File: src/hw/rtl/bda_pkg.sv
`timescale 1ns / 1ps
package bda_pkg;

    localparam int MAX_BLOCKS = 64;
    localparam int MAX_ORDER  = 6;
    localparam int IDX_W      = $clog2(MAX_BLOCKS);
    localparam int CNT_W      = IDX_W + 1;
    localparam int BLK_LOG2   = $clog2(MAX_BLOCKS + 1) - 1;
    localparam int TOP_MAX    = (MAX_ORDER < BLK_LOG2) ? MAX_ORDER : BLK_LOG2;
    localparam int ORD_W      = 3;
    localparam int BL_W       = 5;
    localparam int BL_MAX     = 16;
    localparam int HDR_W      = 7;
    localparam int OFF_W      = 22;
    localparam int NEED_W     = 24;
    localparam int ADDR_W     = 4;
    localparam int DATA_W     = 32;

    localparam logic [1:0] REG_BLOCK_LOG2   = 2'd0;
    localparam logic [1:0] REG_TOP_ORDER    = 2'd1;
    localparam logic [1:0] REG_HEADER_BYTES = 2'd2;

    typedef struct packed {
        logic             head;
        logic             used;
        logic [ORD_W-1:0] order;
    } t_entry;

    typedef enum logic [1:0] {
        ST_OK        = 2'd0,
        ST_TOO_LARGE = 2'd1,
        ST_NO_SPACE  = 2'd2,
        ST_BAD_FREE  = 2'd3
    } t_status;

    typedef enum logic [3:0] {
        OP_NONE,
        OP_LOAD,
        OP_K_STEP,
        OP_SCAN,
        OP_SPLIT,
        OP_A_FIN,
        OP_F_READ,
        OP_F_TAKE,
        OP_F_BUD_RD,
        OP_F_MERGE,
        OP_F_FIN,
        OP_ERR
    } t_op;

    typedef struct packed {
        t_op     op;
        t_status st;
    } t_cmd;

    typedef struct packed {
        logic is_free;
        logic too_big;
        logic k_done;
        logic scan_done;
        logic found;
        logic split_done;
        logic f_bad;
        logic ent_ok;
        logic top_reached;
        logic bud_ok;
    } t_flags;

    typedef enum logic [3:0] {
        S_IDLE,
        S_DISPATCH,
        S_A_FIT,
        S_A_K,
        S_A_SCAN,
        S_A_SPLIT,
        S_F_CHK,
        S_F_EVAL,
        S_F_LOOP,
        S_F_BUD,
        S_DONE
    } t_state;

endpackage

File: src/hw/rtl/bda_req_if.sv
`timescale 1ns / 1ps
interface bda_req_if;
    logic        valid;
    logic        ready;
    logic        opcode;
    logic [21:0] request_bytes;
    logic [21:0] free_offset;

    modport source (output valid, output opcode, output request_bytes,
                    output free_offset, input ready);
    modport sink   (input valid, input opcode, input request_bytes,
                    input free_offset, output ready);
endinterface

File: src/hw/rtl/bda_rsp_if.sv
`timescale 1ns / 1ps
interface bda_rsp_if;
    logic        valid;
    logic        ready;
    logic [21:0] grant_offset;
    logic [1:0]  status;

    modport source (output valid, output grant_offset, output status, input ready);
    modport sink   (input valid, input grant_offset, input status, output ready);
endinterface

File: src/hw/rtl/bda_dp.sv
`timescale 1ns / 1ps
module bda_dp
    import bda_pkg::*;
(
    input  logic              i_clk,
    input  logic              i_rst_n,
    input  logic              i_init,
    input  logic [BL_W-1:0]   i_bl,
    input  logic [ORD_W-1:0]  i_top,
    input  logic [HDR_W-1:0]  i_hdr,
    input  logic              i_opcode,
    input  logic [OFF_W-1:0]  i_request_bytes,
    input  logic [OFF_W-1:0]  i_free_offset,
    input  t_cmd              i_cmd,
    output t_flags            o_flags,
    output logic [OFF_W-1:0]  o_res_off,
    output t_status           o_res_st
);

    t_entry             r_mem [MAX_BLOCKS];
    logic [MAX_BLOCKS-1:0] r_vld;
    t_entry             r_rd;
    logic [IDX_W-1:0]   r_rd_addr;
    logic               r_rdv;

    logic               r_op_free;
    logic [NEED_W-1:0]  r_need;
    logic [OFF_W-1:0]   r_off;
    logic [ORD_W-1:0]   r_k;
    logic [CNT_W-1:0]   r_idx;
    logic               r_found;
    logic [IDX_W-1:0]   r_best;
    logic [ORD_W-1:0]   r_best_ord;
    logic [IDX_W-1:0]   r_cur;
    logic [ORD_W-1:0]   r_ord;
    logic [OFF_W-1:0]   r_res_off;
    t_status            r_res_st;

    logic               rd_en;
    logic [IDX_W-1:0]   rd_addr;
    logic               we;
    logic [IDX_W-1:0]   wa;
    t_entry             wd;
    t_entry             dflt;

    logic [CNT_W-1:0]   nblk;
    logic [5:0]         sh_pool;
    logic [5:0]         sh_k;
    logic [OFF_W-1:0]   rel;
    logic [OFF_W-1:0]   f_idx;
    logic [OFF_W-1:0]   mask;
    logic [IDX_W-1:0]   bud;
    logic [ORD_W-1:0]   split_o;
    logic               cand;

    assign nblk    = CNT_W'(1) << i_top;
    assign sh_pool = {1'b0, i_bl} + {3'b0, i_top};
    assign sh_k    = {1'b0, i_bl} + {3'b0, r_k};
    assign rel     = r_off - OFF_W'(i_hdr);
    assign f_idx   = rel >> i_bl;
    assign mask    = (OFF_W'(1) << i_bl) - OFF_W'(1);
    assign bud     = r_cur ^ (IDX_W'(1) << r_ord);
    assign split_o = r_best_ord - ORD_W'(1);
    assign cand    = r_rdv && r_rd.head && !r_rd.used && (r_rd.order >= r_k)
                     && (!r_found || (r_rd.order < r_best_ord));

    always_comb begin
        o_flags.is_free     = r_op_free;
        o_flags.too_big     = r_need > (NEED_W'(1) << sh_pool);
        o_flags.k_done      = !((r_k < i_top) && (r_need > (NEED_W'(1) << sh_k)));
        o_flags.scan_done   = (r_idx == nblk) && !r_rdv;
        o_flags.found       = r_found;
        o_flags.split_done  = (r_best_ord <= r_k);
        o_flags.f_bad       = (r_off < OFF_W'(i_hdr)) || ((rel & mask) != '0)
                              || (f_idx >= OFF_W'(nblk));
        o_flags.ent_ok      = r_rd.head && r_rd.used;
        o_flags.top_reached = (r_ord >= i_top);
        o_flags.bud_ok      = r_rd.head && !r_rd.used && (r_rd.order == r_ord);
    end

    always_comb begin
        rd_en   = 1'b0;
        rd_addr = r_idx[IDX_W-1:0];
        we      = 1'b0;
        wa      = r_cur;
        wd      = '0;
        unique case (i_cmd.op)
            OP_SCAN: begin
                rd_en = (r_idx < nblk);
            end
            OP_F_READ: begin
                rd_en   = 1'b1;
                rd_addr = f_idx[IDX_W-1:0];
            end
            OP_F_BUD_RD: begin
                rd_en   = 1'b1;
                rd_addr = bud;
            end
            OP_SPLIT: begin
                we = 1'b1;
                wa = r_best + (IDX_W'(1) << split_o);
                wd = '{head: 1'b1, used: 1'b0, order: split_o};
            end
            OP_A_FIN: begin
                we = 1'b1;
                wa = r_best;
                wd = '{head: 1'b1, used: 1'b1, order: r_k};
            end
            OP_F_MERGE: begin
                we = 1'b1;
                wa = (r_cur > bud) ? r_cur : bud;
                wd = '0;
            end
            OP_F_FIN: begin
                we = 1'b1;
                wa = r_cur;
                wd = '{head: 1'b1, used: 1'b0, order: r_ord};
            end
            default: begin
            end
        endcase
    end

    always_comb begin
        dflt = '0;
        if (rd_addr == '0) begin
            dflt = '{head: 1'b1, used: 1'b0, order: i_top};
        end
    end

    always_ff @(posedge i_clk) begin
        if (rd_en) begin
            r_rd      <= r_vld[rd_addr] ? r_mem[rd_addr] : dflt;
            r_rd_addr <= rd_addr;
        end
        if (we) begin
            r_mem[wa] <= wd;
        end
    end

    always_ff @(posedge i_clk) begin
        if (!i_rst_n || i_init) begin
            r_vld <= '0;
        end else if (we) begin
            r_vld[wa] <= 1'b1;
        end
    end

    always_ff @(posedge i_clk) begin
        if (!i_rst_n) begin
            r_rdv   <= 1'b0;
            r_found <= 1'b0;
        end else begin
            unique case (i_cmd.op)
                OP_LOAD: begin
                    r_op_free <= i_opcode;
                    r_need    <= NEED_W'(i_request_bytes) + NEED_W'(i_hdr);
                    r_off     <= i_free_offset;
                    r_k       <= '0;
                    r_idx     <= '0;
                    r_found   <= 1'b0;
                    r_rdv     <= 1'b0;
                end
                OP_K_STEP: begin
                    r_k <= r_k + ORD_W'(1);
                end
                OP_SCAN: begin
                    r_rdv <= rd_en;
                    if (rd_en) begin
                        r_idx <= r_idx + CNT_W'(1);
                    end
                    if (cand) begin
                        r_found    <= 1'b1;
                        r_best     <= r_rd_addr;
                        r_best_ord <= r_rd.order;
                    end
                end
                OP_SPLIT: begin
                    r_best_ord <= split_o;
                end
                OP_A_FIN: begin
                    r_res_off <= OFF_W'((NEED_W'(r_best) << i_bl) + NEED_W'(i_hdr));
                    r_res_st  <= ST_OK;
                end
                OP_F_READ: begin
                    r_cur <= f_idx[IDX_W-1:0];
                end
                OP_F_TAKE: begin
                    r_ord <= r_rd.order;
                end
                OP_F_MERGE: begin
                    r_cur <= (r_cur < bud) ? r_cur : bud;
                    r_ord <= r_ord + ORD_W'(1);
                end
                OP_F_FIN: begin
                    r_res_off <= '0;
                    r_res_st  <= ST_OK;
                end
                OP_ERR: begin
                    r_res_off <= '0;
                    r_res_st  <= i_cmd.st;
                end
                default: begin
                end
            endcase
        end
    end

    assign o_res_off = r_res_off;
    assign o_res_st  = r_res_st;

endmodule

File: src/hw/rtl/bda_ctrl.sv
`timescale 1ns / 1ps
module bda_ctrl
    import bda_pkg::*;
(
    input  logic   i_clk,
    input  logic   i_rst_n,
    input  logic   i_in_valid,
    input  logic   i_out_free,
    input  t_flags i_flags,
    output logic   o_in_ready,
    output logic   o_push,
    output t_cmd   o_cmd
);

    t_state r_state;
    t_state n_state;

    always_ff @(posedge i_clk) begin
        if (!i_rst_n) begin
            r_state <= S_IDLE;
        end else begin
            r_state <= n_state;
        end
    end

    always_comb begin
        n_state    = r_state;
        o_cmd.op   = OP_NONE;
        o_cmd.st   = ST_OK;
        o_in_ready = 1'b0;
        o_push     = 1'b0;
        unique case (r_state)
            S_IDLE: begin
                o_in_ready = i_rst_n;
                if (i_in_valid && i_rst_n) begin
                    o_cmd.op = OP_LOAD;
                    n_state  = S_DISPATCH;
                end
            end
            S_DISPATCH: begin
                n_state = i_flags.is_free ? S_F_CHK : S_A_FIT;
            end
            S_A_FIT: begin
                if (i_flags.too_big) begin
                    o_cmd.op = OP_ERR;
                    o_cmd.st = ST_TOO_LARGE;
                    n_state  = S_DONE;
                end else begin
                    n_state = S_A_K;
                end
            end
            S_A_K: begin
                if (i_flags.k_done) begin
                    n_state = S_A_SCAN;
                end else begin
                    o_cmd.op = OP_K_STEP;
                end
            end
            S_A_SCAN: begin
                if (!i_flags.scan_done) begin
                    o_cmd.op = OP_SCAN;
                end else if (i_flags.found) begin
                    n_state = S_A_SPLIT;
                end else begin
                    o_cmd.op = OP_ERR;
                    o_cmd.st = ST_NO_SPACE;
                    n_state  = S_DONE;
                end
            end
            S_A_SPLIT: begin
                if (i_flags.split_done) begin
                    o_cmd.op = OP_A_FIN;
                    n_state  = S_DONE;
                end else begin
                    o_cmd.op = OP_SPLIT;
                end
            end
            S_F_CHK: begin
                if (i_flags.f_bad) begin
                    o_cmd.op = OP_ERR;
                    o_cmd.st = ST_BAD_FREE;
                    n_state  = S_DONE;
                end else begin
                    o_cmd.op = OP_F_READ;
                    n_state  = S_F_EVAL;
                end
            end
            S_F_EVAL: begin
                if (i_flags.ent_ok) begin
                    o_cmd.op = OP_F_TAKE;
                    n_state  = S_F_LOOP;
                end else begin
                    o_cmd.op = OP_ERR;
                    o_cmd.st = ST_BAD_FREE;
                    n_state  = S_DONE;
                end
            end
            S_F_LOOP: begin
                if (i_flags.top_reached) begin
                    o_cmd.op = OP_F_FIN;
                    n_state  = S_DONE;
                end else begin
                    o_cmd.op = OP_F_BUD_RD;
                    n_state  = S_F_BUD;
                end
            end
            S_F_BUD: begin
                if (i_flags.bud_ok) begin
                    o_cmd.op = OP_F_MERGE;
                    n_state  = S_F_LOOP;
                end else begin
                    o_cmd.op = OP_F_FIN;
                    n_state  = S_DONE;
                end
            end
            S_DONE: begin
                if (i_out_free) begin
                    o_push  = 1'b1;
                    n_state = S_IDLE;
                end
            end
            default: begin
                n_state = S_IDLE;
            end
        endcase
    end

endmodule

File: src/hw/rtl/buddy_allocator_unit.sv
`timescale 1ns / 1ps
// Allocate: order steps, then one pass over the block table, then one split per order
// above the target; too large is rejected before these steps.
// Free: one buddy read and merge per merge level; a rejected free ends at the check.
// One item at a time; the next is taken while the last result waits.
// Synchronous active-low reset clears control, config to defaults, and the
// table valid bits (instant reinit; also on a top_order write).
module buddy_allocator_unit
    import bda_pkg::*;
(
    input  logic              i_clk,
    input  logic              i_rst_n,
    bda_req_if.sink           i_req,
    bda_rsp_if.source         o_rsp,
    input  logic              psel,
    input  logic              penable,
    input  logic              pwrite,
    input  logic [ADDR_W-1:0] paddr,
    input  logic [DATA_W-1:0] pwdata,
    output logic [DATA_W-1:0] prdata,
    output logic              pready
);

    logic [BL_W-1:0]  r_block_log2;
    logic [ORD_W-1:0] r_top_order;
    logic [HDR_W-1:0] r_header_bytes;
    logic             r_out_vld;
    logic [OFF_W-1:0] r_out_off;
    t_status          r_out_st;

    logic             wr;
    logic             init;
    logic [BL_W-1:0]  bl_eff;
    logic [ORD_W-1:0] top_eff;
    t_cmd             cmd;
    t_flags           flags;
    logic             push;
    logic             out_free;
    logic [OFF_W-1:0] res_off;
    t_status          res_st;

    assign pready  = 1'b1;
    assign wr      = psel && penable && pwrite;
    assign init    = wr && (paddr[3:2] == REG_TOP_ORDER);
    assign bl_eff  = (r_block_log2 > BL_W'(BL_MAX)) ? BL_W'(BL_MAX) : r_block_log2;
    assign top_eff = (r_top_order > ORD_W'(TOP_MAX)) ? ORD_W'(TOP_MAX) : r_top_order;

    always_ff @(posedge i_clk) begin
        if (!i_rst_n) begin
            r_block_log2   <= BL_W'(7);
            r_top_order    <= ORD_W'(6);
            r_header_bytes <= HDR_W'(16);
        end else if (wr) begin
            unique case (paddr[3:2])
                REG_BLOCK_LOG2:   r_block_log2   <= pwdata[BL_W-1:0];
                REG_TOP_ORDER:    r_top_order    <= pwdata[ORD_W-1:0];
                REG_HEADER_BYTES: r_header_bytes <= pwdata[HDR_W-1:0];
                default: begin
                end
            endcase
        end
    end

    always_comb begin
        unique case (paddr[3:2])
            REG_BLOCK_LOG2:   prdata = DATA_W'(r_block_log2);
            REG_TOP_ORDER:    prdata = DATA_W'(r_top_order);
            REG_HEADER_BYTES: prdata = DATA_W'(r_header_bytes);
            default:          prdata = '0;
        endcase
    end

    assign out_free = !r_out_vld || o_rsp.ready;

    bda_ctrl u_ctrl (
        .i_clk      (i_clk),
        .i_rst_n    (i_rst_n),
        .i_in_valid (i_req.valid),
        .i_out_free (out_free),
        .i_flags    (flags),
        .o_in_ready (i_req.ready),
        .o_push     (push),
        .o_cmd      (cmd)
    );

    bda_dp u_dp (
        .i_clk           (i_clk),
        .i_rst_n         (i_rst_n),
        .i_init          (init),
        .i_bl            (bl_eff),
        .i_top           (top_eff),
        .i_hdr           (r_header_bytes),
        .i_opcode        (i_req.opcode),
        .i_request_bytes (i_req.request_bytes),
        .i_free_offset   (i_req.free_offset),
        .i_cmd           (cmd),
        .o_flags         (flags),
        .o_res_off       (res_off),
        .o_res_st        (res_st)
    );

    always_ff @(posedge i_clk) begin
        if (!i_rst_n) begin
            r_out_vld <= 1'b0;
        end else if (push) begin
            r_out_vld <= 1'b1;
        end else if (o_rsp.ready) begin
            r_out_vld <= 1'b0;
        end
    end

    always_ff @(posedge i_clk) begin
        if (push) begin
            r_out_off <= res_off;
            r_out_st  <= res_st;
        end
    end

    assign o_rsp.valid        = r_out_vld;
    assign o_rsp.grant_offset = r_out_off;
    assign o_rsp.status       = r_out_st;

endmodule

File: src/flat_wrapper.sv
// flat-port wrapper written by rule: the top's interface ports become plain ports
module buddy_allocator_unit_flat import bda_pkg::*;
  (i_clk, i_rst_n, psel, penable, pwrite, paddr, pwdata, prdata, pready, i_req_valid, i_req_opcode, i_req_request_bytes, i_req_free_offset, i_req_ready, o_rsp_valid, o_rsp_grant_offset, o_rsp_status, o_rsp_ready);
  bda_req_if i_req_i ();
  bda_rsp_if o_rsp_i ();
  input  logic i_clk;
  input  logic i_rst_n;
  input  logic psel;
  input  logic penable;
  input  logic pwrite;
  input  logic [ADDR_W-1:0] paddr;
  input  logic [DATA_W-1:0] pwdata;
  output logic [DATA_W-1:0] prdata;
  output logic pready;
  input wire logic [$bits(i_req_i.valid)-1:0] i_req_valid;
  input wire logic [$bits(i_req_i.opcode)-1:0] i_req_opcode;
  input wire logic [$bits(i_req_i.request_bytes)-1:0] i_req_request_bytes;
  input wire logic [$bits(i_req_i.free_offset)-1:0] i_req_free_offset;
  output wire logic [$bits(i_req_i.ready)-1:0] i_req_ready;
  output wire logic [$bits(o_rsp_i.valid)-1:0] o_rsp_valid;
  output wire logic [$bits(o_rsp_i.grant_offset)-1:0] o_rsp_grant_offset;
  output wire logic [$bits(o_rsp_i.status)-1:0] o_rsp_status;
  input wire logic [$bits(o_rsp_i.ready)-1:0] o_rsp_ready;
  assign i_req_i.valid = i_req_valid;
  assign i_req_i.opcode = i_req_opcode;
  assign i_req_i.request_bytes = i_req_request_bytes;
  assign i_req_i.free_offset = i_req_free_offset;
  assign i_req_ready = i_req_i.ready;
  assign o_rsp_valid = o_rsp_i.valid;
  assign o_rsp_grant_offset = o_rsp_i.grant_offset;
  assign o_rsp_status = o_rsp_i.status;
  assign o_rsp_i.ready = o_rsp_ready;
  buddy_allocator_unit u_core (.i_clk(i_clk), .i_rst_n(i_rst_n), .i_req(i_req_i), .o_rsp(o_rsp_i), .psel(psel), .penable(penable), .pwrite(pwrite), .paddr(paddr), .pwdata(pwdata), .prdata(prdata), .pready(pready));
endmodule
File: config.mk
export PLATFORM = sky130hd
export DESIGN_NAME = buddy_allocator_unit_flat
export DESIGN_NICKNAME = d
export VERILOG_FILES = /design/src/hw/rtl/bda_pkg.sv /design/src/hw/rtl/bda_req_if.sv /design/src/hw/rtl/bda_rsp_if.sv /design/src/hw/rtl/bda_dp.sv /design/src/hw/rtl/bda_ctrl.sv /design/src/hw/rtl/buddy_allocator_unit.sv /design/src/flat_wrapper.sv
export SDC_FILE = /design/constraint.sdc
export NUM_CORES = 1
export LEC_CHECK = 0
export BUFFER_PORTS_ARGS = -buffer_cell sky130_fd_sc_hd__buf_2
export CORE_ASPECT_RATIO = 0.7
export CORE_UTILIZATION = 30
export CTS_CLUSTER_SIZE = 40
export DETAILED_ROUTE_END_ITERATION = 12
export PLACE_DENSITY = 0.46
export SETUP_SLACK_MARGIN = 0.2
export SLEW_MARGIN = 0
export SYNTH_ARGS = -nofsm -noshare
export SYNTH_HDL_FRONTEND = slang
export SYNTH_HIERARCHICAL = 1
export SYNTH_SLANG_ARGS = --single-unit
File: constraint.sdc
create_clock -name i_clk -period 11.3 [get_ports i_clk]
set_clock_uncertainty 0.05 [all_clocks]
set_input_delay 1.13 -clock i_clk [delete_from_list [all_inputs] [get_ports i_clk]]
set_output_delay 1.13 -clock i_clk [all_outputs]
set_load 0.02 [all_outputs]
# Word-level counts from Yosys, hierarchy flattened

Memory sizes are Yosys's and may differ from the RTL's.
Cells that the tools add are included.

Register bits after elaboration: 220
Word-level logic and storage cells: 215
ROM bits: 0
Input port bits: 88
Memories kept: 1
Latch bits: 0
Output and inout port bits: 59
Bits in writable memories: 320

Order comparisons: 17
Reductions and logical operators: 54
Divide/modulo/power cells: 0
Equal/unequal tests: 33
Add/subtract/negate cells: 11
Bitwise logic cells: 3
Muxes and demuxes: 63
Multiply operators: 0
Shift-type cells: 8

Memory list:

| memory            | words | bits a word | rd ports | clocked after Yosys merged registers in | write ports | RTL line     | source |
|---|---|---|---|---|---|---|---|
| u_core.u_dp.r_mem | 64    | 5           | 1        | 0                                       | 1           | bda_dp.sv:20 | `t_entry r_mem [MAX_BLOCKS];` |

Operators with widths:

| operator                                                             | count |
|---|---|
| 64-bit OR                                                            | 1 |
| 24-bit > comparator                                                  | 2 |
| 1-bit by 6-bit left shift with 24-bit output, first input constant   | 2 |
| 4-bit two-way mux                                                    | 11 |
| 22-bit one-hot mux with 2 select lines                               | 1 |
| 4-bit one-hot mux with 11 select lines                               | 1 |
| 4-bit one-hot mux with 9 select lines                                | 1 |
| 4-bit by 3-bit == test with 1-bit output, second input constant      | 8 |
| 4-bit == test, second input constant                                 | 7 |
| 6-bit two-way mux                                                    | 4 |
| 6-bit one-hot mux with 2 select lines                                | 2 |
| 22-bit by 7-bit adder with 23-bit output                             | 1 |
| 22-bit by 7-bit adder with 22-bit output                             | 1 |
| 22-bit bitwise AND                                                   | 1 |
| 22-bit by 7-bit greater-or-equal comparator with 1-bit output        | 1 |
| 22-bit by 7-bit less-than comparator with 1-bit output               | 1 |
| 22-bit nonzero test                                                  | 1 |
| 1-bit by 5-bit left shift with 22-bit output, first input constant   | 1 |
| 6-bit by 5-bit left shift with 22-bit output                         | 1 |
| 22-bit by 5-bit >> shifter with 22-bit output                        | 1 |
| 22-bit by 2-bit subtractor with 22-bit output, second input constant | 1 |
| 22-bit by 7-bit subtractor with 22-bit output                        | 1 |
| 7-bit one-hot mux with 3 select lines                                | 1 |
| 2-bit two-way mux                                                    | 9 |
| other kinds (51)                                                     | 128 |

# Longest topological paths before layout

Gate-level depths: netlist of run 1.

Depth after elaboration: 17
Depth in mapped cells: 46
Gate-level depth less buffers: 42

# Cells and area by module

Netlist of run 1, hierarchy kept.

Modules (own cells, without submodules):

| module               | area each (um2) | cells an instance | seq. area each (um2) | instances |
|---|---|---|---|---|
| bda_dp               | 26765.7         | 2509              | 14203.6              | 1 |
| buddy_allocator_unit | 1762.9          | 147               | 1041.0               | 1 |
| bda_ctrl             | 614.3           | 83                | 80.1                 | 1 |

# Worst setup path after synthesis of run 1

Ideal clock, no wire load.

Path type: reg2reg
From: reg u_core.r_header_bytes[0]
To: mem u_core/u_dp/r_mem[10][0] (netlist name), enable pin
Required time: 10.903 ns
Slack: 1.407 ns
Arrival: 9.496 ns
Cell stages (with the launch flop): 31
Cells stage by stage: dfxtp_1 -> ha_1 -> fa_1 -> nand2b_1 -> a211oi_1 -> clkbuf_1 -> nor3_1 -> xor2_1 -> and2_1 -> or4_1 -> a32o_1 -> and2_1 -> ha_1 -> nor2b_1 -> o21ai_0 -> nand2b_1 -> a21oi_1 -> o21ai_0 -> maj3_1 -> a21o_1 -> a211o_1 -> o211ai_1 -> o31a_1 -> o221ai_1 -> inv_1 -> nand2_1 -> o21ai_0 -> o21ai_0 -> a21oi_1 -> nand3_1 -> nor2_1

RTL lines:

| item                   | RTL line                   | source |
|---|---|---|
| start, declared        | buddy_allocator_unit.sv:26 | `logic [HDR_W-1:0] r_header_bytes;` |
| start signal, assigned | buddy_allocator_unit.sv:57 | `REG_HEADER_BYTES: r_header_bytes <= pwdata[HDR_W-1:0];` |
| end, declared          | bda_dp.sv:20               |  |

==> results of run 1 <==
[logic make-up (layout without fill, tap and decap cells)]
logic type | count (synthesis) | after routing | synth area share [%]
buffers and inverters | 233 | 403 | 3.963
muxes | 215 | 215 | 7.779
AOI/OAI and AO/OA | 459 | 459 | 10.78
other | 2 | 27 | 0.02577
DFF | 539 | 539 | 52.58
xor gates and xnor gates | 69 | 69 | 2.074
adders and majority gates | 127 | 127 | 5.599
and+or+nand+nor | 1095 | 1095 | 17.20
[power by group]
part           switching [W]  total, W  internal, W
Combinational        0.00164   0.00251     0.000870
Sequential          0.000102   0.00240      0.00230
Clock               0.000835   0.00193      0.00109
Total                0.00257   0.00683      0.00426
[metal layers]
| layer | up-vias | part of all wire [%] | track usage, % |
|---|---|---|---|
| li1 | 10270 | - | - |
| met4 | 4 | 1.5 | 3.711 |
| met1 | 10830 | 52 | 29.96 |
| met2 | 737 | 39 | 25.07 |
| met5 | - | 0.017 | 0 |
| met3 | 100 | 7.3 | 3.861 |
[final cells by class]
| cell class | instances | area (um2) | share of cell area (%) |
|---|---|---|---|
| flip-flops and latches | 539 | 15320 | 45.72 |
| inverters | 71 | 274.0 | 0.8175 |
| clock buffers | 73 | 1546 | 4.614 |
| repair buffers | 224 | 1536 | 4.584 |
| multi-input cells | 1991 | 12870 | 38.41 |
| diodes | 1 | 2.502 | 0.007466 |
| clock inverters | 35 | 381.6 | 1.139 |
| well taps | 1261 | 1578 | 4.707 |
[final timing paths]
check	startpoint	endpoint	slack [ps]	depth (start not counted)
worst min register to register	u_core/u_dp/r_rd_addr[3]$_DFFE_PP_	u_core/u_dp/r_best[3]$_DFFE_PP_	370	0
worst min-delay path	u_core/u_dp/r_rd_addr[3]$_DFFE_PP_	u_core/u_dp/r_best[3]$_DFFE_PP_	370	0
worst max-delay path	u_core/r_header_bytes[0]$_SDFFE_PN0P_	u_core/u_dp/r_rd[1]$_DFFE_PP_	1170	36
worst max register to register	u_core/r_header_bytes[0]$_SDFFE_PN0P_	u_core/u_dp/r_rd[1]$_DFFE_PP_	1170	36
[synth_stat cells (13+ instances only)]
master    count
buf_2        31
a311oi_1     19
clkbuf_1     66
nor2_1      367
buf_4        41
o22ai_1      13
xnor2_1      41
inv_1        67
nor4_1       14
nand2b_1     30
o211ai_1     16
xor2_1       28
o21a_1       18
nor2b_1      32
buf_1        16
dfxtp_1      86
o21ai_0      91
mux2i_1     195
and3_1       37
nor3_1       53
or3_1        22
and2_1       30
a31oi_1      15
nand4_1      23
a21oi_1     100
a21o_1       34
ha_1        120
edfxtp_1    453
a211oi_1     19
nand3_1      74
nand2_1     365
[worst max-delay path, delay by kind of cell (launching register included)]
kind / cells / cell delay (ps)
AO/OA/AOI/OAI: 14 / 3300
XOR/XNOR: 1 / 710
adder cells (fa/ha/maj): 4 / 1360
buffers and inverters: 3 / 920
flip-flops: 1 / 390
multiplexers: 3 / 660
AND/OR/NAND/NOR: 11 / 2430
[sequential cells by signal, summed over array words and instances, names as in the netlist, 2 cells and up]
signal and cells:
u_core/u_dp/r_mem 320, u_core/u_ctrl/r_state 4, u_core/r_block_log2 5, u_core/u_dp/o_res_st 2, u_core/u_dp/r_ord 3, u_core/u_dp/r_vld 64
u_core/u_dp/r_best 6, u_core/u_dp/r_idx 7, u_core/r_header_bytes 7, u_core/u_dp/r_off 22, u_core/u_dp/r_need 23, u_core/u_dp/r_rd 5
u_core/u_dp/r_cur 6, u_core/u_dp/o_res_off 22, u_core/u_dp/r_k 3, u_core/u_dp/r_rd_addr 6, u_core/u_dp/r_best_ord 3, u_core/o_rsp.status 2
u_core/o_rsp.grant_offset 22, u_core/r_top_order 3
[metrics by stage]
stage | cells | hold slack [ps]
final | 4195 | 368.8
after detailed placement | 4086 | 354.5
after global placement | 4086 | 354.4
after global routing | 4194 | 375.0
after floorplan | 2763 | 350.3
after CTS | 4194 | 368.7
==> results by stage, run 1 <==
Floorplan:
- The number of top-level design ports is 147.
- Measured along the y axis, the die boundary spans 262.8 um.
- The floorplan has 95 rows.
- The effective utilization at floorplan is 30.31%.
- The full die area is slightly below 100000 um2.
- The area of the core is a little under 100000 um2.
- From left edge to right edge, the die measures 374.5 um.

Setup path:
- The worst setup path is captured at a flop.
- The data arrival at the endpoint of the critical path is 10480 ps.
- The slowest stage of the critical path is the xnor2_1 cell.
- The worst setup path category is flop to flop.
- In this design, the stage delay of the slowest critical-path cell is 710 ps.
- Of all nets on the critical path, the largest fanout is 46.
- The kind of start point of the critical path is a flop.
- The most repeated library cell on the critical path is o21ai_0.
- At the worst endpoint, the required time is 11650 ps.

Yosys:
- The number of distinct library cells after synthesis is 95.
- Counting flops with a built-in enable in the synthesized netlist gives 453.
- The average cell area after synthesis is 10.64 um2.
- The top cell type by area accounts for a little under half of the synthesized area.
- The most used flip-flop cell after synthesis is edfxtp_1.
- Ranked by total cell area, the synthesized netlist is headed by edfxtp_1, mux2i_1, dfxtp_1, ha_1, nor2_1.
- The share of synthesized flip-flops with an asynchronous set or reset is 0%.
- The synthesis warning total is 6.
- The synthesized netlist occupies a cell area of 29140 um2.
- The count of state elements after synthesis is 539.
- The sequential cell area fraction in the yosys report is 52.58%.
- The cell accounting for the most synthesized area is edfxtp_1.
- After technology mapping, the gate count stands at approximately 2700.

STA:
- The fmax is about 0.099 GHz.
- The transition time at the pin with the least slew margin is 1153 ps.
- The worst path needs 10130 ps of the cycle, external delays included.
- The worst path meets setup with 1167 ps of slack.
- The number of pins exceeding their max-slew limit in the final report is 0.
- Headroom to the max-slew limit came out at a little under a quarter.
- The portion of the clock cycle consumed by the worst path in the final layout is 89.67%.
- The count of endpoints failing hold in the final timing report is 0.
- Setup repair after global routing left no endpoint under its margin.
- The number of endpoints failing setup at the final stage is 0.
- After routing, the total negative slack on setup checks comes to 0 ps.

Clocking:
- After clock tree synthesis, the flow added hold-fix buffers numbering 0.
- Buffers added to address setup during post-CTS repair amount to 0.
- The H-tree was split into 2 levels.
- The CTS clock-pin slew for the worst setup and hold paths is about 60 ps.
- In this run, post-CTS repair resized a total of 0 instances.
- The later pin in the worst-skew pair is clocked with a latency of 660 ps.
- The number of sinks on the clock net is 539.
- The number of clock buffers inserted by TritonCTS is 57.
- The maximum clock path buffer count is 3.
- The cell sitting at the root of the clock tree is a clkbuf_16.
- The clock tree from TritonCTS is built.

Power and ir drop:
- The static leakage power is 12.82 nW.
- The largest voltage drop on the vdd net is roughly 0.00021 V.
- The power per standard cell area is 203.8 nW/um2.
- The design draws between 0.006 and 0.007 W.

Status:
- The run finished with clean final reports.

Place:
- The worst setup timing slack at the placement stage is between 1000 and 1500 ps.
- The HPWL after detailed placement is about 68 mm.
- The post-detailed-placement cell area is about 32000 um2.
- The global placer's final weighted congestion is 0.9208.
- The number of buffers added on ports is 93.

GRT:
- The first global-routing pass estimated 139.0 mm of wire.
- After global routing the overflow that remains totals 0.
- Entering global routing, the biggest net connects 66 pins.
- The initial antenna violation count is 2.
- Global routing consumed, over all layers together, about a fifth of the routing resources.
- The number of global-route vias before repair came to 20980.

Flow run:
- The count of maximum capacitance violations is 0.

Routing:
- The vias after detailed routing is approximately 22000.
- The average wire per cell in the routed design is roughly 22 um.
- The count of nets left with antenna violations once routing finished came out at 0.
- The iteration-0 DRC count of the detailed router is 2138.
- Dividing the detail-routed via count by the number of cells gives about 5.2.
- The total wire length is 93.73 mm.
- The first TritonRoute pass finished after 6 iterations.
- The number of remaining DRC errors is 0.

Cells and area:
- The most common cell after layout, fill and taps aside is edfxtp_1.
- The post-route netlist has 13.13% of its cells at a drive strength greater than 1.
- The library cells used most frequently in the layout, excluding fill and tap cells, are edfxtp_1, nor2_1, nand2_1.
- The final design area excluding fillers is about 34000 um2.
- The utilization after layout is 34.86%.
- Relative to the synthesized area, the layout overhead comes to 15.01%.
- After filler insertion, the fill cell instance count of the layout stands at 9598.
- The final net count is 3098.

Min path:
- The worst hold path belongs to the class flop to flop.
Note: power is estimated with default switching activity, not from simulation.
==> run 2: changes to the inputs <==
CTS_BUF_LIST = sky130_fd_sc_hd__clkbuf_8 sky130_fd_sc_hd__clkbuf_16   (was default)
==> run 2 against run 1 <==
  * Non-clock buffer count did not move
  * Sequential cell count unchanged
  * Cell area stayed put
  * Sequential power barely moved
  * Via count about the same
  * Count of clock-buffer cells in the layout decreased by 10
  * Register-to-register slack about the same
==> results by stage, run 2 (same netlist as run 1, synthesis figures left out) <==
Flow run:
- The count of maximum capacitance violations is 0 (unchanged).

Power and ir drop:
- The static leakage power is 12.86 nW (was 12.82 nW).
- The power per standard cell area is 203.6 nW/um2 (was 203.8 nW/um2).
- The largest voltage drop on the vdd net is 0.0002113 V (was 0.0002112 V).
- The total power draw was 0.006823 W (was 0.006832 W).

Cells and area:
- The proportion of layout cells with a drive suffix above 1 is 13.13% (unchanged).
- The filler cell count is 9598 (unchanged).
- The final net count is 3098 (unchanged).
- The area taken by multi-input logic gates was 12870 um2 (unchanged).
- The relative area change from synthesis to final layout is 15.01% (unchanged).
- Top flop regs: u_core/u_dp/r_mem (320), u_core/u_dp/r_vld (64), u_core/u_dp/r_need (23) (unchanged).
- The final design area excluding fillers is 33520 um2 (unchanged).
- The register cell area after layout came to 15320 um2 (unchanged).
- The flip-flop count of the largest register after layout is 320 (unchanged).
- The register name with the most flops is u_core/u_dp/r_mem (unchanged).
- The most common cell after layout, fill and taps aside is edfxtp_1 (unchanged).
- Leading cell types in the layout, fill and taps excluded: edfxtp_1, nor2_1, nand2_1 (unchanged).

Floorplan:
- The die width is 374.5 um (unchanged).
- The effective utilization at floorplan is 30.31% (unchanged).
- The area of the core is 96160 um2 (unchanged).
- The number of top-level design ports is 147 (unchanged).
- The full die area is 98410 um2 (unchanged).
- The cell row count is 95 (unchanged).
- The chip height is 262.8 um (unchanged).

Setup path:
- The most repeated library cell on the critical path is o21ai_0 (unchanged).
- The endpoint type of the worst setup path is a flop (unchanged).
- The cell count along the critical path was 36 (unchanged).
- The largest stage delay on the critical path is 710 ps (about the same).
- The worst setup slack for register-to-register paths came to 1170 ps (about the same).
- The kind of start point of the critical path is a flop (unchanged).
- The data arrival at the endpoint of the critical path is 10480 ps (about the same).
- The worst setup path category is flop to flop (unchanged).
- The cell type of the slowest stage on the worst timing path is xnor2_1 (unchanged).
- The sum of buffers and inverters on the critical path was 3 (unchanged).
- The peak fanout along the critical path is 46 (unchanged).
- The source of the worst register-to-register timing path was u_core/r_header_bytes[0]$_SDFFE_PN0P_ (unchanged).
- The endpoint of the worst register-to-register path was u_core/u_dp/r_rd[1]$_DFFE_PP_ (unchanged).
- The family with the most delay on the worst path was compound AO/OA/AOI/OAI gates (unchanged).
- The depth of the worst register-to-register path was 36 (unchanged).
- The critical path data required time is 11650 ps (about the same).

GRT:
- The initial antenna violation count was 2 (unchanged).
- The largest net degree at the start of global routing is 66 (unchanged).
- The overall track demand over capacity in global routing came to 18.65% (unchanged).
- The overall overflow remaining after global route is 0 (unchanged).
- The first-pass GRT wire length came to 139.0 mm (unchanged).
- The number of global-route vias before repair is 20980 (unchanged).

STA:
- The transition time at the pin with the least slew margin is 1152 ps (was 1153 ps).
- The number of endpoints failing setup at the final stage is 0 (unchanged).
- The final critical-path setup slack is 1171 ps (was 1167 ps).
- The worst hold margin is 368.8 ps (about the same).
- Setup repair after global routing missed its margin: no (unchanged).
- The final period demand of the worst path was 10130 ps (about the same).
- The count of endpoints failing hold in the final timing report is 0 (unchanged).
- The normalized max-slew margin came to 22.65% (about the same).
- The number of pins exceeding their max-slew limit in the final report was 0 (unchanged).
- The sum of negative setup slack was 0 ps (unchanged).
- The fmax was 0.09873 GHz (was 0.09869 GHz).
- The portion of the clock cycle consumed by the worst path in the final layout is 89.63% (was 89.67%).

Clocking:
- The number of clock buffers inserted by TritonCTS is 57 (unchanged).
- The number of H-tree branching levels is 2 (unchanged).
- The latest clock arrival within the worst-skew pair was 660 ps (about the same).
- The clock tree from TritonCTS is built (unchanged).
- The buffer cell driving the clock tree root is clkbuf_16 (unchanged).
- The maximum clock path buffer count is 3 (unchanged).
- The number of setup buffers added after CTS is 0 (unchanged).
- The number of sinks on the clock net is 539 (unchanged).
- The count of hold buffers inserted by post-cts repair is 0 (unchanged).
- The CTS clock-pin slew for the worst setup and hold paths was 60 ps (about the same).
- The number of gates resized after CTS came to 0 (unchanged).

Place:
- The post-detailed-placement cell area is 31590 um2 (unchanged).
- The worst setup timing slack at the placement stage came to 1406 ps (unchanged).
- The global placer's final weighted congestion is 0.9208 (unchanged).
- The detailed-placement wirelength estimate is 67.79 mm (unchanged).
- The number of buffers added on ports is 93 (unchanged).

Routing:
- The number of remaining DRC errors is 0 (unchanged).
- The average wire per cell in the routed design is 22.33 um (was 22.34 um).
- The vias after detailed routing was 21960 (was 21940).
- The total wire length is 93.67 mm (was 93.73 mm).
- The iteration-0 DRC count of the detailed router came to 2150 (was 2138).
- The post-route antenna net violation count is 0 (unchanged).
- The number of detailed-route iterations in the first pass is 5 (was 6).
- The mean number of vias per cell was 5.235 (was 5.231).

Min path:
- The hold path startpoint is u_core/u_dp/r_rd_addr[3]$_DFFE_PP_ (unchanged).
- The type of the worst min-delay path is flop to flop (unchanged).
- The destination of the worst hold path is u_core/u_dp/r_best[3]$_DFFE_PP_ (unchanged).
- The cell depth of the worst hold path is 0 (unchanged).

Status:
- Outcome: finished clean (unchanged).
==> run 2: changes by cell type in the layout (fill, tap and decap cells not counted) <==
cell	previous run	this run
clkbuf_1	10	0
inv_1	67	77
==> run 2: metal layers <==
| metal | global-route usage [%] | vias to the layer above | wire (um) |
|---|---|---|---|
| met3 | 3.861 | 96 | 6785 |
| met5 | 0 | - | 16 |
| met4 | 3.711 | 4 | 1366 |
| li1 | - | 10270 | - |
| met2 | 25.07 | 727 | 36520 |
| met1 | 29.96 | 10860 | 48980 |
==> run 2: how the worst max path moves through the flow <==
stage	from	to	slack, ps
final	u_core/r_header_bytes[0]$_SDFFE_PN0P_	u_core/u_dp/r_rd[1]$_DFFE_PP_	1170
after global placement	u_core/r_header_bytes[1]$_SDFFE_PN0P_	u_core/u_dp/r_rd[0]$_DFFE_PP_	1320
after CTS	u_core/r_header_bytes[1]$_SDFFE_PN0P_	u_core/u_dp/r_rd[2]$_DFFE_PP_	1320
after floorplan	u_core/r_header_bytes[0]$_SDFFE_PN0P_	u_core/u_dp/r_mem[10][0]$_DFFE_PP_	1410
after global routing	u_core/r_header_bytes[1]$_SDFFE_PN0P_	u_core/u_dp/r_rd[2]$_DFFE_PP_	330
after detailed placement	u_core/r_header_bytes[0]$_SDFFE_PN0P_	u_core/u_dp/r_rd[2]$_DFFE_PP_	1410
==> run 2: stage by stage <==
| step | utilization [%] | cells |
|---|---|---|
| final | 34.86 | 4195 |
| after global routing | 34.85 | 4194 |
| after CTS | 34.85 | 4194 |
| after detailed placement | 32.85 | 4086 |
| after global placement | 32.85 | 4086 |
| after floorplan | - | 2763 |
==> run 2: layout make-up <==
| class | count | share of cell area [%] |
|---|---|---|
| clock buffers | 63 | 4.502 |
| well taps | 1261 | 4.707 |
| repair buffers | 224 | 4.584 |
| multi-input cells | 1991 | 38.41 |
| inverters | 71 | 0.8175 |
| clock inverters | 45 | 1.251 |
| flip-flops and latches | 539 | 45.72 |
| diodes | 1 | 0.007466 |
==> run 2: power breakdown <==
group	leakage [nW]	switching (W)	internal, W
Sequential	5.26	0.000102	0.00230
Combinational	6.62	0.00163	0.000870
Clock	0.978	0.000836	0.00109
Total	12.9	0.00257	0.00425
==> run 3: changes to the inputs <==
CTS_BUF_LIST = sky130_fd_sc_hd__clkbuf_2 sky130_fd_sc_hd__clkbuf_4 sky130_fd_sc_hd__clkbuf_8   (was sky130_fd_sc_hd__clkbuf_8 sky130_fd_sc_hd__clkbuf_16)
==> run 3 against run 2 <==
  * Cell area increased by 0.12%
  * Largest cell class unchanged
  * Global-route usage increased by 0.26 points
  * Hold slack got worse by 0.89 ps
==> results by stage, run 3 (same netlist as run 1, synthesis figures left out) <==
Cells and area:
- Leading cell types in the layout, fill and taps excluded: edfxtp_1, nor2_1, nand2_1 (unchanged).
- The proportion of layout cells with a drive suffix above 1 is 14.84% (was 13.13%).
- The filler cell count is 9591 (was 9598).
- The utilization after layout is 34.90% (was 34.86%).
- The most common cell after layout, fill and taps aside is edfxtp_1 (unchanged).
- The relative area change from synthesis to final layout is 15.15% (was 15.01%).
- The flip-flop count of the largest register after layout was 320 (unchanged).
- The register name with the most flops was u_core/u_dp/r_mem (unchanged).
- Top flop regs: u_core/u_dp/r_mem (320), u_core/u_dp/r_vld (64), u_core/u_dp/r_need (23) (unchanged).
- The final net count is 3131 (was 3098).

Clocking:
- The number of clock buffers inserted by TritonCTS is 89 (was 57).
- The CTS clock-pin slew for the worst setup and hold paths is 60 ps (about the same).
- The number of sinks on the clock net came to 539 (unchanged).
- The number of gates resized after CTS is 0 (unchanged).
- The latest clock arrival within the worst-skew pair is 780 ps (was 660 ps).
- The maximum clock path buffer count is 3 (unchanged).
- The buffer cell driving the clock tree root is clkbuf_8 (was clkbuf_16).
- The number of H-tree branching levels is 3 (was 2).
- The count of hold buffers inserted by post-cts repair is 0 (unchanged).
- The clock tree from TritonCTS is built (unchanged).
- The number of setup buffers added after CTS is 0 (unchanged).

GRT:
- The overall overflow remaining after global route came to 0 (unchanged).
- The largest net degree at the start of global routing is 66 (unchanged).
- The first-pass GRT wire length is 140.0 mm (was 139.0 mm).
- The overall track demand over capacity in global routing is 18.91% (was 18.65%).
- The initial antenna violation count is 2 (unchanged).
- The number of global-route vias before repair is 21290 (was 20980).

Floorplan:
- The die width is 374.5 um (unchanged).
- The area of the core came to 96160 um2 (unchanged).
- The effective utilization at floorplan is 30.31% (unchanged).
- The chip height was 262.8 um (unchanged).
- The full die area is 98410 um2 (unchanged).
- The cell row count came to 95 (unchanged).
- The number of top-level design ports is 147 (unchanged).

Power and ir drop:
- The switching power summed over all nets is 0.002583 W (was 0.002572 W).
- The fraction of power spent switching nets came to 37.94% (was 37.70%).
- The static leakage power came to 12.92 nW (was 12.86 nW).
- The total power draw is 0.006809 W (was 0.006823 W).
- The internal power is 0.004225 W (was 0.004251 W).
- The largest voltage drop on the vdd net is 0.0002346 V (was 0.0002113 V).
- The part of the power in registers is 35.2% (was 35.1%).
- The share of total power in the clock network came to 28.0% (was 28.1%).
- The power per standard cell area came to 202.9 nW/um2 (was 203.6 nW/um2).
- The share of total power in combinational logic was 36.8% (was 36.7%).

STA:
- The count of endpoints failing hold in the final timing report came to 0 (unchanged).
- Setup repair after global routing missed its margin: no (unchanged).
- The transition time at the pin with the least slew margin came to 1092 ps (was 1152 ps).
- The worst hold margin was 367.9 ps (was 368.8 ps).
- The fmax is 0.09880 GHz (was 0.09873 GHz).
- The portion of the clock cycle consumed by the worst path in the final layout is 89.57% (was 89.63%).
- The number of pins exceeding their max-slew limit in the final report came to 0 (unchanged).
- The normalized max-slew margin came to 26.92% (was 22.65%).
- The sum of negative setup slack is 0 ps (unchanged).
- The final critical-path setup slack is 1178 ps (was 1171 ps).
- The final period demand of the worst path is 10120 ps (was 10130 ps).
- The number of endpoints failing setup at the final stage is 0 (unchanged).

Routing:
- The number of detailed-route iterations in the first pass came to 6 (was 5).
- The post-route antenna net violation count is 0 (unchanged).
- The vias after detailed routing is 22090 (was 21960).
- The mean number of vias per cell is 5.192 (was 5.235).
- The number of remaining DRC errors is 0 (unchanged).
- The iteration-0 DRC count of the detailed router is 2233 (was 2150).
- The average wire per cell in the routed design is 22.20 um (was 22.33 um).
- The total wire length is 94.44 mm (was 93.67 mm).

Min path:
- The destination of the worst hold path is u_core/o_rsp.grant_offset[19]$_DFFE_PP_ (was u_core/u_dp/r_best[3]$_DFFE_PP_).
- The cell depth of the worst hold path was 0 (unchanged).
- The type of the worst min-delay path is flop to flop (unchanged).
- The hold path startpoint is u_core/u_dp/o_res_off[19]$_SDFFCE_PP0P_ (was u_core/u_dp/r_rd_addr[3]$_DFFE_PP_).

Place:
- The detailed-placement wirelength estimate is 67.79 mm (unchanged).
- The number of buffers added on ports is 93 (unchanged).
- The worst setup timing slack at the placement stage was 1406 ps (unchanged).
- The global placer's final weighted congestion is 0.9208 (unchanged).

Setup path:
- The endpoint type of the worst setup path is a flop (unchanged).
- The worst setup path category is flop to flop (unchanged).
- The worst setup slack for register-to-register paths is 1180 ps (was 1170 ps).
- The largest stage delay on the critical path was 740 ps (was 710 ps).
- The critical path data required time came to 11850 ps (was 11650 ps).
- The data arrival at the endpoint of the critical path came to 10670 ps (was 10480 ps).
- The source of the worst register-to-register timing path was u_core/r_header_bytes[0]$_SDFFE_PN0P_ (unchanged).
- The peak fanout along the critical path is 13 (was 46).
- The depth of the worst register-to-register path is 36 (unchanged).
- The endpoint of the worst register-to-register path is u_core/u_dp/r_rd[2]$_DFFE_PP_ (was u_core/u_dp/r_rd[1]$_DFFE_PP_).
- The cell type of the slowest stage on the worst timing path was xnor2_1 (unchanged).
- The kind of start point of the critical path is a flop (unchanged).

Status:
- Outcome: finished clean (unchanged).

Flow run:
- The count of maximum capacitance violations was 0 (unchanged).
run 3: cell count changes in the layout (fill, tap and decap cells not counted), moves of 4 or more:
cell        previous run  this run
clkinv_1               2        11
clkbuf_8               6        98
clkinv_2              13         8
clkbuf_16             57         0
clkinvlp_4             6         2
inv_1                 77        67
clkbuf_4               0        33
run 3: how the worst max path moves through the flow:
| stage | to | startpoint | cells after the start | slack [ps] |
|---|---|---|---|---|
| floorplan | u_core/u_dp/r_mem[10][0]$_DFFE_PP_ | u_core/r_header_bytes[0]$_SDFFE_PN0P_ | 30 | 1410 |
| global placement | u_core/u_dp/r_rd[0]$_DFFE_PP_ | u_core/r_header_bytes[1]$_SDFFE_PN0P_ | 37 | 1320 |
| detailed placement | u_core/u_dp/r_rd[2]$_DFFE_PP_ | u_core/r_header_bytes[0]$_SDFFE_PN0P_ | 37 | 1410 |
| CTS | u_core/u_dp/r_rd[2]$_DFFE_PP_ | u_core/r_header_bytes[1]$_SDFFE_PN0P_ | 38 | 1330 |
| global route | u_core/u_dp/r_rd[2]$_DFFE_PP_ | u_core/r_header_bytes[1]$_SDFFE_PN0P_ | 38 | 350 |
| finish | u_core/u_dp/r_rd[2]$_DFFE_PP_ | u_core/r_header_bytes[0]$_SDFFE_PN0P_ | 36 | 1180 |
run 3: through the flow:
stage / area [um2] / cells
floorplan: 29230 / 2763
global placement: 31590 / 4086
detailed placement: 31590 / 4086
CTS: 33550 / 4251
global route: 33560 / 4253
finish: 33560 / 4254
run 3: cell type report:
cell class                 instances  area [um2]  share of cell area (%)
sequential                       539       15320                   45.67
multi-input combinational       1991       12870                   38.36
clock buffer                     131        1597                   4.757
tap                             1261        1578                   4.702
timing repair buffer             225        1541                   4.593
clock inverter                    34       365.4                   1.089
inverter                          71       274.0                  0.8165
antenna                            2       5.005                 0.01491
run 3: worst max-delay path, delay by kind of cell, from the launching register on:
| kind | cells | cell delay [ps] |
|---|---|---|
| DFF | 1 | 390 |
| muxes | 1 | 170 |
| adders and majority gates | 3 | 870 |
| xor gates and xnor gates | 1 | 740 |
| buffers and inverters | 5 | 1140 |
| AOI/OAI and AO/OA | 16 | 4550 |
| and+or+nand+nor | 10 | 2030 |
run 3: power by group through the flow:
stage	sequential, W	combinational [W]	clock [W]
after detailed placement	0.00244	0.00247	0
after global routing	0.00241	0.00270	0.00205
final	0.00240	0.00251	0.00190
after floorplan	0.00239	0.00162	0
after CTS	0.00240	0.00248	0.00197
after global placement	0.00244	0.00246	0
run 3: layer usage:
metal	vias up	routed length (um)	global-route usage, %
met2	720	37040	25.15
met1	10920	48970	29.88
met5	-	9	0
li1	10340	-	-
met4	2	1426	4.420
met3	105	6996	4.666
